$ cat src/hw/rtl/dpe_pkg.sv
`timescale 1ns / 1ps
// Shared constants and types for the divisor pair enumerator.
// No dependencies; imported by dpe_divider and divisor_pair_enumerator.
package dpe_pkg;

   // Width of the number port and of the large divisor.
   localparam int IN_W    = 16;
   // Number of low input bits that take part in the enumeration.
   localparam int NUM_W   = 16;
   // Width of a trial divisor: it never exceeds the square root of the number, plus one.
   localparam int D_W     = NUM_W / 2 + 1;
   // Width of the small divisor port.
   localparam int SMALL_W = 9;
   // Step counter of the divider, able to hold NUM_W itself.
   localparam int CNT_W   = $clog2(NUM_W + 1);

   // Status from the divider to the sequencer.
   typedef struct packed {
      logic done;    // one-cycle pulse when quotient and remainder are valid
      logic exact;   // remainder is zero
   } div_status_type;

endpackage

$ cat src/hw/rtl/dpe_divider.sv
`timescale 1ns / 1ps
// Restoring divider producing one quotient bit per cycle.
// Depends on dpe_pkg for widths and the status struct.
module dpe_divider
   import dpe_pkg::*;
(
   input  logic                 clock,
   input  logic                 reset,
   input  logic                 start,
   input  logic [NUM_W-1:0]     dividend,
   input  logic [D_W-1:0]       divisor,
   output div_status_type       status,
   output logic [NUM_W-1:0]     quotient
);

   logic             busy_ff, busy_in;
   logic             done_ff, done_in;
   logic [CNT_W-1:0] cnt_ff, cnt_in;
   logic [D_W:0]     rem_ff, rem_in;
   logic [NUM_W-1:0] quo_ff, quo_in;
   logic [D_W-1:0]   div_ff, div_in;
   logic [D_W:0]     rem_shift;
   logic             fits;

   always_comb begin
      rem_shift = {rem_ff[D_W-1:0], quo_ff[NUM_W-1]};
      fits      = rem_shift >= {1'b0, div_ff};
      busy_in   = busy_ff;
      done_in   = 1'b0;
      cnt_in    = cnt_ff;
      rem_in    = rem_ff;
      quo_in    = quo_ff;
      div_in    = div_ff;
      if (start) begin
         busy_in = 1'b1;
         cnt_in  = CNT_W'(NUM_W);
         rem_in  = '0;
         quo_in  = dividend;
         div_in  = divisor;
      end else if (busy_ff) begin
         rem_in = fits ? rem_shift - {1'b0, div_ff} : rem_shift;
         quo_in = {quo_ff[NUM_W-2:0], fits};
         cnt_in = cnt_ff - CNT_W'(1);
         if (cnt_ff == CNT_W'(1)) begin
            busy_in = 1'b0;
            done_in = 1'b1;
         end
      end
   end

   always_ff @(posedge clock) begin
      if (reset) begin
         busy_ff <= 1'b0;
         done_ff <= 1'b0;
         cnt_ff  <= '0;
      end else begin
         busy_ff <= busy_in;
         done_ff <= done_in;
         cnt_ff  <= cnt_in;
      end
   end

   always_ff @(posedge clock) begin
      rem_ff <= rem_in;
      quo_ff <= quo_in;
      div_ff <= div_in;
   end

   assign status.done  = done_ff;
   assign status.exact = (rem_ff == '0);
   assign quotient     = quo_ff;

endmodule

$ cat src/hw/rtl/divisor_pair_enumerator.sv
`timescale 1ns / 1ps
// Divisor pair enumerator: lists (d, n/d) for every divisor d with d*d <= n.
// Each trial goes through divider start, 16 quotient bits and the decision; a pair adds a push step.
// One number at a time: a new number waits until the last one's final word is registered.
// Output stalls lengthen an enumeration. A zero goes via the pending word to the output word.
// Reset (synchronous, active high) returns the sequencer to idle and empties the output word.
// Depends on dpe_pkg and dpe_divider.
module divisor_pair_enumerator
   import dpe_pkg::*;
(
   input  logic               clock,
   input  logic               reset,
   input  logic               req_valid,
   output logic               req_stall,
   input  logic [IN_W-1:0]    req_number_in,
   output logic               rsp_valid,
   input  logic               rsp_stall,
   output logic [SMALL_W-1:0] rsp_small_divisor,
   output logic [IN_W-1:0]    rsp_large_divisor,
   output logic               rsp_last_pair,
   output logic               rsp_no_divisors
);

   // Sequencer states, one-hot.
   typedef enum logic [4:0] {
      ST_IDLE  = 5'b00001,
      ST_START = 5'b00010,
      ST_WAIT  = 5'b00100,
      ST_PUSH  = 5'b01000,
      ST_FINAL = 5'b10000
   } state_type;

   state_type          state_ff, state_in;
   logic [NUM_W-1:0]   number_ff, number_in;
   logic [D_W-1:0]     trial_ff, trial_in;

   // The pending pair is held back by one, so that the final one can carry the last flag.
   logic               pend_valid_ff, pend_valid_in;
   logic [D_W-1:0]     pend_small_ff, pend_small_in;
   logic [NUM_W-1:0]   pend_large_ff, pend_large_in;
   logic               pend_empty_ff, pend_empty_in;

   // Output word register.
   logic               rsp_valid_ff, rsp_valid_in;
   logic [SMALL_W-1:0] rsp_small_ff, rsp_small_in;
   logic [IN_W-1:0]    rsp_large_ff, rsp_large_in;
   logic               rsp_last_ff, rsp_last_in;
   logic               rsp_empty_ff, rsp_empty_in;

   logic               div_start;
   div_status_type     div_status;
   logic [NUM_W-1:0]   div_quotient;
   logic               out_free;
   logic               beyond_root;

   dpe_divider u_divider (
      .clock    (clock),
      .reset    (reset),
      .start    (div_start),
      .dividend (number_ff),
      .divisor  (trial_ff),
      .status   (div_status),
      .quotient (div_quotient)
   );

   // The output register can take a new word when empty or when its word leaves now.
   assign out_free = !rsp_valid_ff || !rsp_stall;

   // d*d <= n holds exactly when d <= n/d, so the quotient itself ends the search.
   assign beyond_root = div_quotient < NUM_W'(trial_ff);

   always_comb begin
      state_in      = state_ff;
      number_in     = number_ff;
      trial_in      = trial_ff;
      pend_valid_in = pend_valid_ff;
      pend_small_in = pend_small_ff;
      pend_large_in = pend_large_ff;
      pend_empty_in = pend_empty_ff;
      rsp_valid_in  = rsp_valid_ff && rsp_stall;
      rsp_small_in  = rsp_small_ff;
      rsp_large_in  = rsp_large_ff;
      rsp_last_in   = rsp_last_ff;
      rsp_empty_in  = rsp_empty_ff;
      div_start     = 1'b0;

      case (state_ff)
         ST_IDLE: begin
            if (req_valid) begin
               number_in = req_number_in[NUM_W-1:0];
               trial_in  = D_W'(1);
               if (req_number_in[NUM_W-1:0] == '0) begin
                  // Zero has no pairs: a single empty word is queued as the final one.
                  pend_valid_in = 1'b1;
                  pend_small_in = '0;
                  pend_large_in = '0;
                  pend_empty_in = 1'b1;
                  state_in      = ST_FINAL;
               end else begin
                  pend_valid_in = 1'b0;
                  pend_empty_in = 1'b0;
                  state_in      = ST_START;
               end
            end
         end
         ST_START: begin
            div_start = 1'b1;
            state_in  = ST_WAIT;
         end
         ST_WAIT: begin
            if (div_status.done) begin
               if (beyond_root) begin
                  state_in = ST_FINAL;
               end else if (div_status.exact) begin
                  state_in = ST_PUSH;
               end else begin
                  trial_in = trial_ff + D_W'(1);
                  state_in = ST_START;
               end
            end
         end
         ST_PUSH: begin
            // A new pair displaces the pending one, which then goes out as an ordinary word.
            if (!pend_valid_ff || out_free) begin
               if (pend_valid_ff) begin
                  rsp_valid_in = 1'b1;
                  rsp_small_in = SMALL_W'(pend_small_ff);
                  rsp_large_in = IN_W'(pend_large_ff);
                  rsp_last_in  = 1'b0;
                  rsp_empty_in = pend_empty_ff;
               end
               pend_valid_in = 1'b1;
               pend_small_in = trial_ff;
               pend_large_in = div_quotient;
               trial_in      = trial_ff + D_W'(1);
               state_in      = ST_START;
            end
         end
         ST_FINAL: begin
            // One always divides a nonzero number, so a pending word exists here.
            if (out_free) begin
               rsp_valid_in  = pend_valid_ff;
               rsp_small_in  = SMALL_W'(pend_small_ff);
               rsp_large_in  = IN_W'(pend_large_ff);
               rsp_last_in   = 1'b1;
               rsp_empty_in  = pend_empty_ff;
               pend_valid_in = 1'b0;
               state_in      = ST_IDLE;
            end
         end
         default: begin
            state_in = ST_IDLE;
         end
      endcase
   end

   always_ff @(posedge clock) begin
      if (reset) begin
         state_ff      <= ST_IDLE;
         pend_valid_ff <= 1'b0;
         rsp_valid_ff  <= 1'b0;
         number_ff     <= '0;
         trial_ff      <= '0;
      end else begin
         state_ff      <= state_in;
         pend_valid_ff <= pend_valid_in;
         rsp_valid_ff  <= rsp_valid_in;
         number_ff     <= number_in;
         trial_ff      <= trial_in;
      end
   end

   always_ff @(posedge clock) begin
      pend_small_ff <= pend_small_in;
      pend_large_ff <= pend_large_in;
      pend_empty_ff <= pend_empty_in;
      rsp_small_ff  <= rsp_small_in;
      rsp_large_ff  <= rsp_large_in;
      rsp_last_ff   <= rsp_last_in;
      rsp_empty_ff  <= rsp_empty_in;
   end

   // A new number is taken only while the sequencer is idle.
   assign req_stall         = (state_ff != ST_IDLE);
   assign rsp_valid         = rsp_valid_ff;
   assign rsp_small_divisor = rsp_small_ff;
   assign rsp_large_divisor = rsp_large_ff;
   assign rsp_last_pair     = rsp_last_ff;
   assign rsp_no_divisors   = rsp_empty_ff;

endmodule

$ cat config.mk
export PLATFORM = sky130hd
export DESIGN_NAME = divisor_pair_enumerator
export DESIGN_NICKNAME = d
export VERILOG_FILES = /design/src/hw/rtl/dpe_pkg.sv /design/src/hw/rtl/dpe_divider.sv /design/src/hw/rtl/divisor_pair_enumerator.sv
export SDC_FILE = /design/constraint.sdc
export NUM_CORES = 1
export LEC_CHECK = 0
export ABC_AREA = 0
export BUFFER_PORTS_ARGS = -buffer_cell sky130_fd_sc_hd__buf_2
export CAP_MARGIN = 20
export CELL_PAD_IN_SITES_DETAIL_PLACEMENT = 2
export CELL_PAD_IN_SITES_GLOBAL_PLACEMENT = 2
export CORE_ASPECT_RATIO = 1.5
export CORE_MARGIN = 2
export CORE_UTILIZATION = 41
export CTS_BUF_LIST = sky130_fd_sc_hd__clkbuf_2
export DETAILED_ROUTE_END_ITERATION = 8
export PLACE_DENSITY = 0.91
export SLEW_MARGIN = 20
export SYNTH_ARGS = -nofsm -noshare
export SYNTH_HDL_FRONTEND = slang
export SYNTH_HIERARCHICAL = 1
export SYNTH_SLANG_ARGS = --single-unit
export TNS_END_PERCENT = 30
$ cat constraint.sdc
create_clock -name clock -period 4.2 [get_ports clock]
set_input_delay 0.42 -clock clock [delete_from_list [all_inputs] [get_ports clock]]
set_output_delay 0.42 -clock clock [all_outputs]
set_load 0.05 [all_outputs]
# Yosys cells after proc, flatten, opt, wreduce, memory -nomap -nowiden
# Cells that the tools add are included.
[op_classes]
eq_ne = 15
bitwise_logic = 1
reduce_logical = 21
shifts = 0
addsub = 3
magnitude_cmp = 2
muxes = 57
multipliers = 0
div_mod_pow = 0
[op_table]
columns = ["operator", "count"]
rows = [
  ["$mux W16", 8],
  ["$mux W9", 11],
  ["$pmux W16 S2", 2],
  ["$mux W5", 8],
  ["$pmux W9 S2", 2],
  ["$pmux W9 S3", 1],
  ["$pmux W5 S5", 1],
  ["$mux W1", 18],
  ["$logic_not A16 Y1", 1],
  ["$lt A16 B9 Y1", 1],
  ["$reduce_and A4 Y1", 4],
  ["$ne A2 B2 Y1 const B", 7],
  ["$eq A5 B1 Y1 const B", 2],
  ["$ge A10 B9 Y1", 1],
  ["$logic_not A10 Y1", 1],
  ["$mux W10", 1],
  ["$sub A10 B9 Y10", 1],
  ["$add A9 B1 Y9 const B", 1],
  ["$pmux W1 S2", 3],
  ["$reduce_and A6 Y1", 1],
  ["$reduce_bool A2 Y1", 3],
  ["$reduce_bool A3 Y1", 2],
  ["$eq A5 B2 Y1 const B", 1],
  ["$eq A5 B3 Y1 const B", 1],
  ["other kinds (14)", 17],
]
[totals]
mem_bits_ro = 0
ram_bits = 0
mem_count = 0
latch_bits = 0
elab_cells = 118
in_bits = 20
out_inout_bits = 29
ff_bits = 127

# Depth between registers and ports, before layout
[logic_depth]
depth_word = 5
mapped_depth = 10

# Modules after synthesis
# The synthesis kept the hierarchy.
[by_module_without_submodules]
columns = ["module", "n_inst", "cells_each", "seq_area_each_um2", "area_each_um2"]
rows = [
  ["divisor_pair_enumerator", 1, 315, 2232.1, 3574.7],
  ["dpe_divider", 1, 195, 1091.0, 2188.3],
]

# Worst setup path after synthesis
# No wires, ideal clock.
[synth_path]
path_type = "reg-to-reg"
from = "reg state_ff[0]"
to = "reg pend_large_ff[0], enable pin"
setup_ps = 415
path_buffers = 3
required_time_ps = 3785
period_less_slack_ps = 3036
arrival_time_ps = 2621
path_slack_ps = 1164
path_stages_with_launch = 8
path_cell_list = "dfxtp_1 > buf_6 > or3_4 > buf_6 > nor2_1 > clkbuf_1 > a21oi_1 > a21oi_1"
[synth_between]
elab_chain_len = 3
elab_cells_between_ends = 7
cone_classes = "5 x eq/ne; 2 x reduce/logical"
[synth_lines]
columns = ["element", "line_no", "rtl"]
rows = [
  ["start, declared", "divisor_pair_enumerator.sv:33", "state_type state_ff, state_in;"],
  ["start signal, assigned", "divisor_pair_enumerator.sv:165", "state_ff <= state_in;"],
  ["$eq A5 B1 Y1 / $eq A5 B4 Y1 (equally long branches)", "divisor_pair_enumerator.sv:87", "case (state_ff)"],
  ["$ne A2 B2 Y1 (no source line) / $reduce_bool A2 Y1 (equally long branches)", "-", ""],
  ["$reduce_and A4 Y1 (no source line) (*)", "-", ""],
  ["end signal, assigned", "divisor_pair_enumerator.sv:175", "pend_large_ff <= pend_large_in;"],
  ["end, declared", "divisor_pair_enumerator.sv:40", "logic [NUM_W-1:0] pend_large_ff, pend_large_in;"],
]
# Mark *: on every way between the ends. The rest lies on a longest branch, timed or not.
# A chain may end at the register's enable or synchronous reset.

# Worst setup path after layout
[layout_path]
from = "reg u_divider.quo_ff[15], in the netlist u_divider/quotient[15]"
to = "reg u_divider.rem_ff[0]"
[layout_between]
elab_chain_len = 2
elab_cells_between_ends = 3
cone_classes = "1 x add/sub; 1 x order compare; 1 x mux"
[layout_lines]
columns = ["element", "line_no", "rtl"]
rows = [
  ["start, declared", "dpe_divider.sv:20", "logic [NUM_W-1:0] quo_ff, quo_in;"],
  ["start signal, assigned", "dpe_divider.sv:65", "quo_ff <= quo_in;"],
  ["$sub A10 B9 Y10 / $ge A10 B9 Y1 (equally long branches)", "dpe_divider.sv:41, dpe_divider.sv:27", ""],
  ["$mux W10 (*)", "dpe_divider.sv:41", "rem_in = fits ? rem_shift - {1'b0, div_ff} : rem_shift;"],
  ["end signal, assigned", "dpe_divider.sv:64", "rem_ff <= rem_in;"],
  ["end, declared", "dpe_divider.sv:19", "logic [D_W:0] rem_ff, rem_in;"],
]
# Marks and branches as above.

==> results.sh <==
export IMPL_status="finished clean"
export IMPL_required_ns=4.84
export IMPL_postRouteWirelength_mm=17.5
export IMPL_syn_area_um2=5760
export IMPL_r2r_setup_slack_ns=1.18
export IMPL_use_met1=0.273
export IMPL_layout_common_cells="edfxtp_1 (78), nand2_1 (50), dfxtp_1 (49), buf_2 (48), inv_1 (33)"
export IMPL_wire_per_inst_um=23.3
export IMPL_hp_class="in2reg"
export IMPL_slew_headroom=0.404
export IMPL_die_w_um=101
export IMPL_gp_congestion=0.899
export IMPL_crit_top_cell="inv_1"
export IMPL_fin_nets=615
export IMPL_hold_path_end="u_divider/cnt_ff[4]"
export IMPL_grtUsageTotal=0.243
export IMPL_seq_area_frac_synth=0.577
export IMPL_finalCriticalPeriod_ns=3.02
export IMPL_cp_end_kind="flop"
export IMPL_syn_nets=551
export IMPL_num_rows=53
export IMPL_ys_types=65
export IMPL_min_path_cells=2
export IMPL_arrival_ns=3.67
export IMPL_syn_area_per_cell_um2=11.3
export IMPL_place_inst=703
export IMPL_dr_pass1_iters=4
export IMPL_grt_start_max_net_pins=34
export IMPL_grt_pass1_wl_mm=27.4
export IMPL_start_util=0.416
export IMPL_grt_use_met2=0.446
export IMPL_setup_violations=0
export IMPL_synth_area_leaders="edfxtp_1 (41%), dfxtp_1 (17%), ha_1 (4.3%)"
export IMPL_antenna_found_initial=1
export IMPL_portBuffers=48
export IMPL_synth_edff_count=78
export IMPL_hold_buffers=17
export IMPL_hpwl_mm=12.6
export IMPL_r2r_start="u_divider/quotient[15]"
export IMPL_drcViolationCount=0
export IMPL_ctsLongestPathBuffers=2
export IMPL_ios=49
export IMPL_cts_root_buffer="clkbuf_2"
export IMPL_fin_crit_sh=0.720
export IMPL_pwr_share_clk=0.219
export IMPL_sequentialPowerShare=0.496
export IMPL_cts_sinks=127
export IMPL_layout_commonest_cell="edfxtp_1"
export IMPL_fmax_ghz=0.331
export IMPL_r2r_cells=9
export IMPL_cp_start_kind="flop"
export IMPL_cts_made_buffers=17
export IMPL_fin_tns_setup_ns=0
export IMPL_overflow=0
export IMPL_power_switching_uw=1330
export IMPL_p_leak_uw=0.00242
export IMPL_area_growth_pct=13.4
export IMPL_synthCells=510
export IMPL_path_clk_slew_ns=0.22
export IMPL_power_density_nw_per_um2=519
export IMPL_postCtsSetupRepairBufs=0
export IMPL_crit_buf_inv=2
export IMPL_cts_tree="done"
export IMPL_p_total_uw=3390
export IMPL_worstSetupPathType="reg2reg"
export IMPL_vdd_ir_drop_worst_mv=0.204
export IMPL_drtAntennaViolNets=0
export IMPL_die_h_um=149
export IMPL_synth_warnings=6
export IMPL_worstSkewPairLatency_ns=0.75
export IMPL_grt_pass1_vias=4859
export IMPL_busiest_layer="met2"
export IMPL_clock_skew_ns=0.0455
export IMPL_via_per_inst=5.80
export IMPL_vias=4370
export IMPL_yosys_area_top_type_share=0.406
export IMPL_comb_power_share=0.285
export IMPL_drtIter0Drc=242
export IMPL_tightest_slew_ns=0.886
export IMPL_core_um2=13900
export IMPL_instances_no_fill=753
export IMPL_maxCapViolations=0
export IMPL_synthArstFlopShare=0
export IMPL_final_max_slew_viol_count=0
export IMPL_r2r_end="u_divider/rem_ff[0]"
export IMPL_min_from="reset"
export IMPL_internal_power_uw=2060
export IMPL_slowest_stage="a21oi_2"
export IMPL_die_area_um2=15000
export IMPL_finalHoldViolCount=0
export IMPL_yosys_area_top_type="edfxtp_1"
export IMPL_ys_seq_elements=127
export IMPL_critPathMaxStageDelay_ns=0.70
export IMPL_cp_max_fo=16
export IMPL_critPathTopFamily="compound AO/OA/AOI/OAI gates"
export IMPL_use_met3=0.0375
export IMPL_layout_drive_gt1_share=0.198
export IMPL_cts_resized=0
export IMPL_p_sw_frac=0.393
export IMPL_htreeDepth=4
export IMPL_crit_chain="inv_1 -> ha_1 -> inv_1 -> fa_1 -> a211oi_2 -> o22ai_1 -> a21oi_2 -> nand2_1 -> a311oi_1"
export IMPL_ys_dominant_reg_cell="edfxtp_1"
export IMPL_rsz0062_at_grt="false"
how the worst max path moves through the flow:
stage                                start                  end  slack (ns)  cells after the start
finish              u_divider/quotient[15]  u_divider/rem_ff[0]        1.18                      9
global route                   state_ff[3]    pend_large_ff[10]        0.97                      7
global placement               state_ff[1]    pend_large_ff[11]        1.60                      7
CTS                 u_divider/quotient[15]  u_divider/rem_ff[0]        1.19                      9
floorplan                      state_ff[0]     pend_large_ff[0]        1.16                      7
detailed placement             state_ff[1]     pend_large_ff[8]        1.31                      7
sequential cells by signal (all words and copies together) (netlist names):
signal,flops
trial_ff,9
rsp_small_divisor,9
rsp_no_divisors,1
u_divider/div_ff,9
pend_empty_ff,1
pend_valid_ff,1
u_divider/quotient,16
u_divider/rem_ff,10
rsp_last_pair,1
state_ff,5
pend_large_ff,16
u_divider/done_ff,1
rsp_large_divisor,16
u_divider/cnt_ff,5
rsp_valid,1
number_ff,16
pend_small_ff,9
u_divider/busy_ff,1
synth_stat cells (all sizes together), types with 10 or more instances:
master / instances
a21oi: 31
and2: 16
buf: 10
clkbuf: 14
dfxtp: 49
edfxtp: 78
ha: 20
inv: 33
mux2: 15
nand2: 50
nand3: 14
nor2: 25
nor3: 15
o21ai: 19
o31ai: 10
cell type report:
| class | count | area (um^2) |
|---|---|---|
| fill | 1406 | 7320 |
| sequential | 127 | 3320 |
| multi-input combinational | 325 | 2210 |
| timing repair buffer | 69 | 440 |
| tap | 165 | 206 |
| clock inverter | 15 | 143 |
| inverter | 34 | 128 |
| clock buffer | 17 | 85.1 |
| antenna | 1 | 2.50 |
per-stage QoR:
stage	area [um^2]	hold WS, ns	setup WS, ns	utilization
after floorplan	5760	0.400	1.16	-
after global placement	6130	0.404	1.60	0.442
after detailed placement	6130	0.408	1.31	0.442
after CTS	6530	0.135	1.19	0.471
after global routing	6540	0.190	0.972	0.472
final	6540	0.182	1.18	0.472
cells by family (layout without fill, tap and decap cells):
logic type | after synthesis | after routing | share of synthesized area
and+or+nand+nor | 166 | 166 | 0.149
muxes | 19 | 19 | 0.0363
other | 0 | 1 | 0
DFF | 127 | 127 | 0.577
AOI/OAI and AO/OA | 109 | 109 | 0.133
buffers and inverters | 58 | 135 | 0.0426
adders and majority gates | 21 | 21 | 0.0469
xor gates and xnor gates | 10 | 10 | 0.0152
power groups by stage:
stage	clock, uW	combinational (uW)	sequential (uW)
floorplan	0	705	1630
global placement	0	833	1680
detailed placement	0	930	1710
CTS	761	963	1680
global route	806	1060	1700
finish	744	968	1680
layer usage:
metal | part of all wire | vias to the layer above
met5 | 0 | -
met4 | 0.034 | 0
met3 | 0.025 | 41
met2 | 0.54 | 106
met1 | 0.40 | 2200
li1 | - | 2023
(Power assumes the default switching activity.)
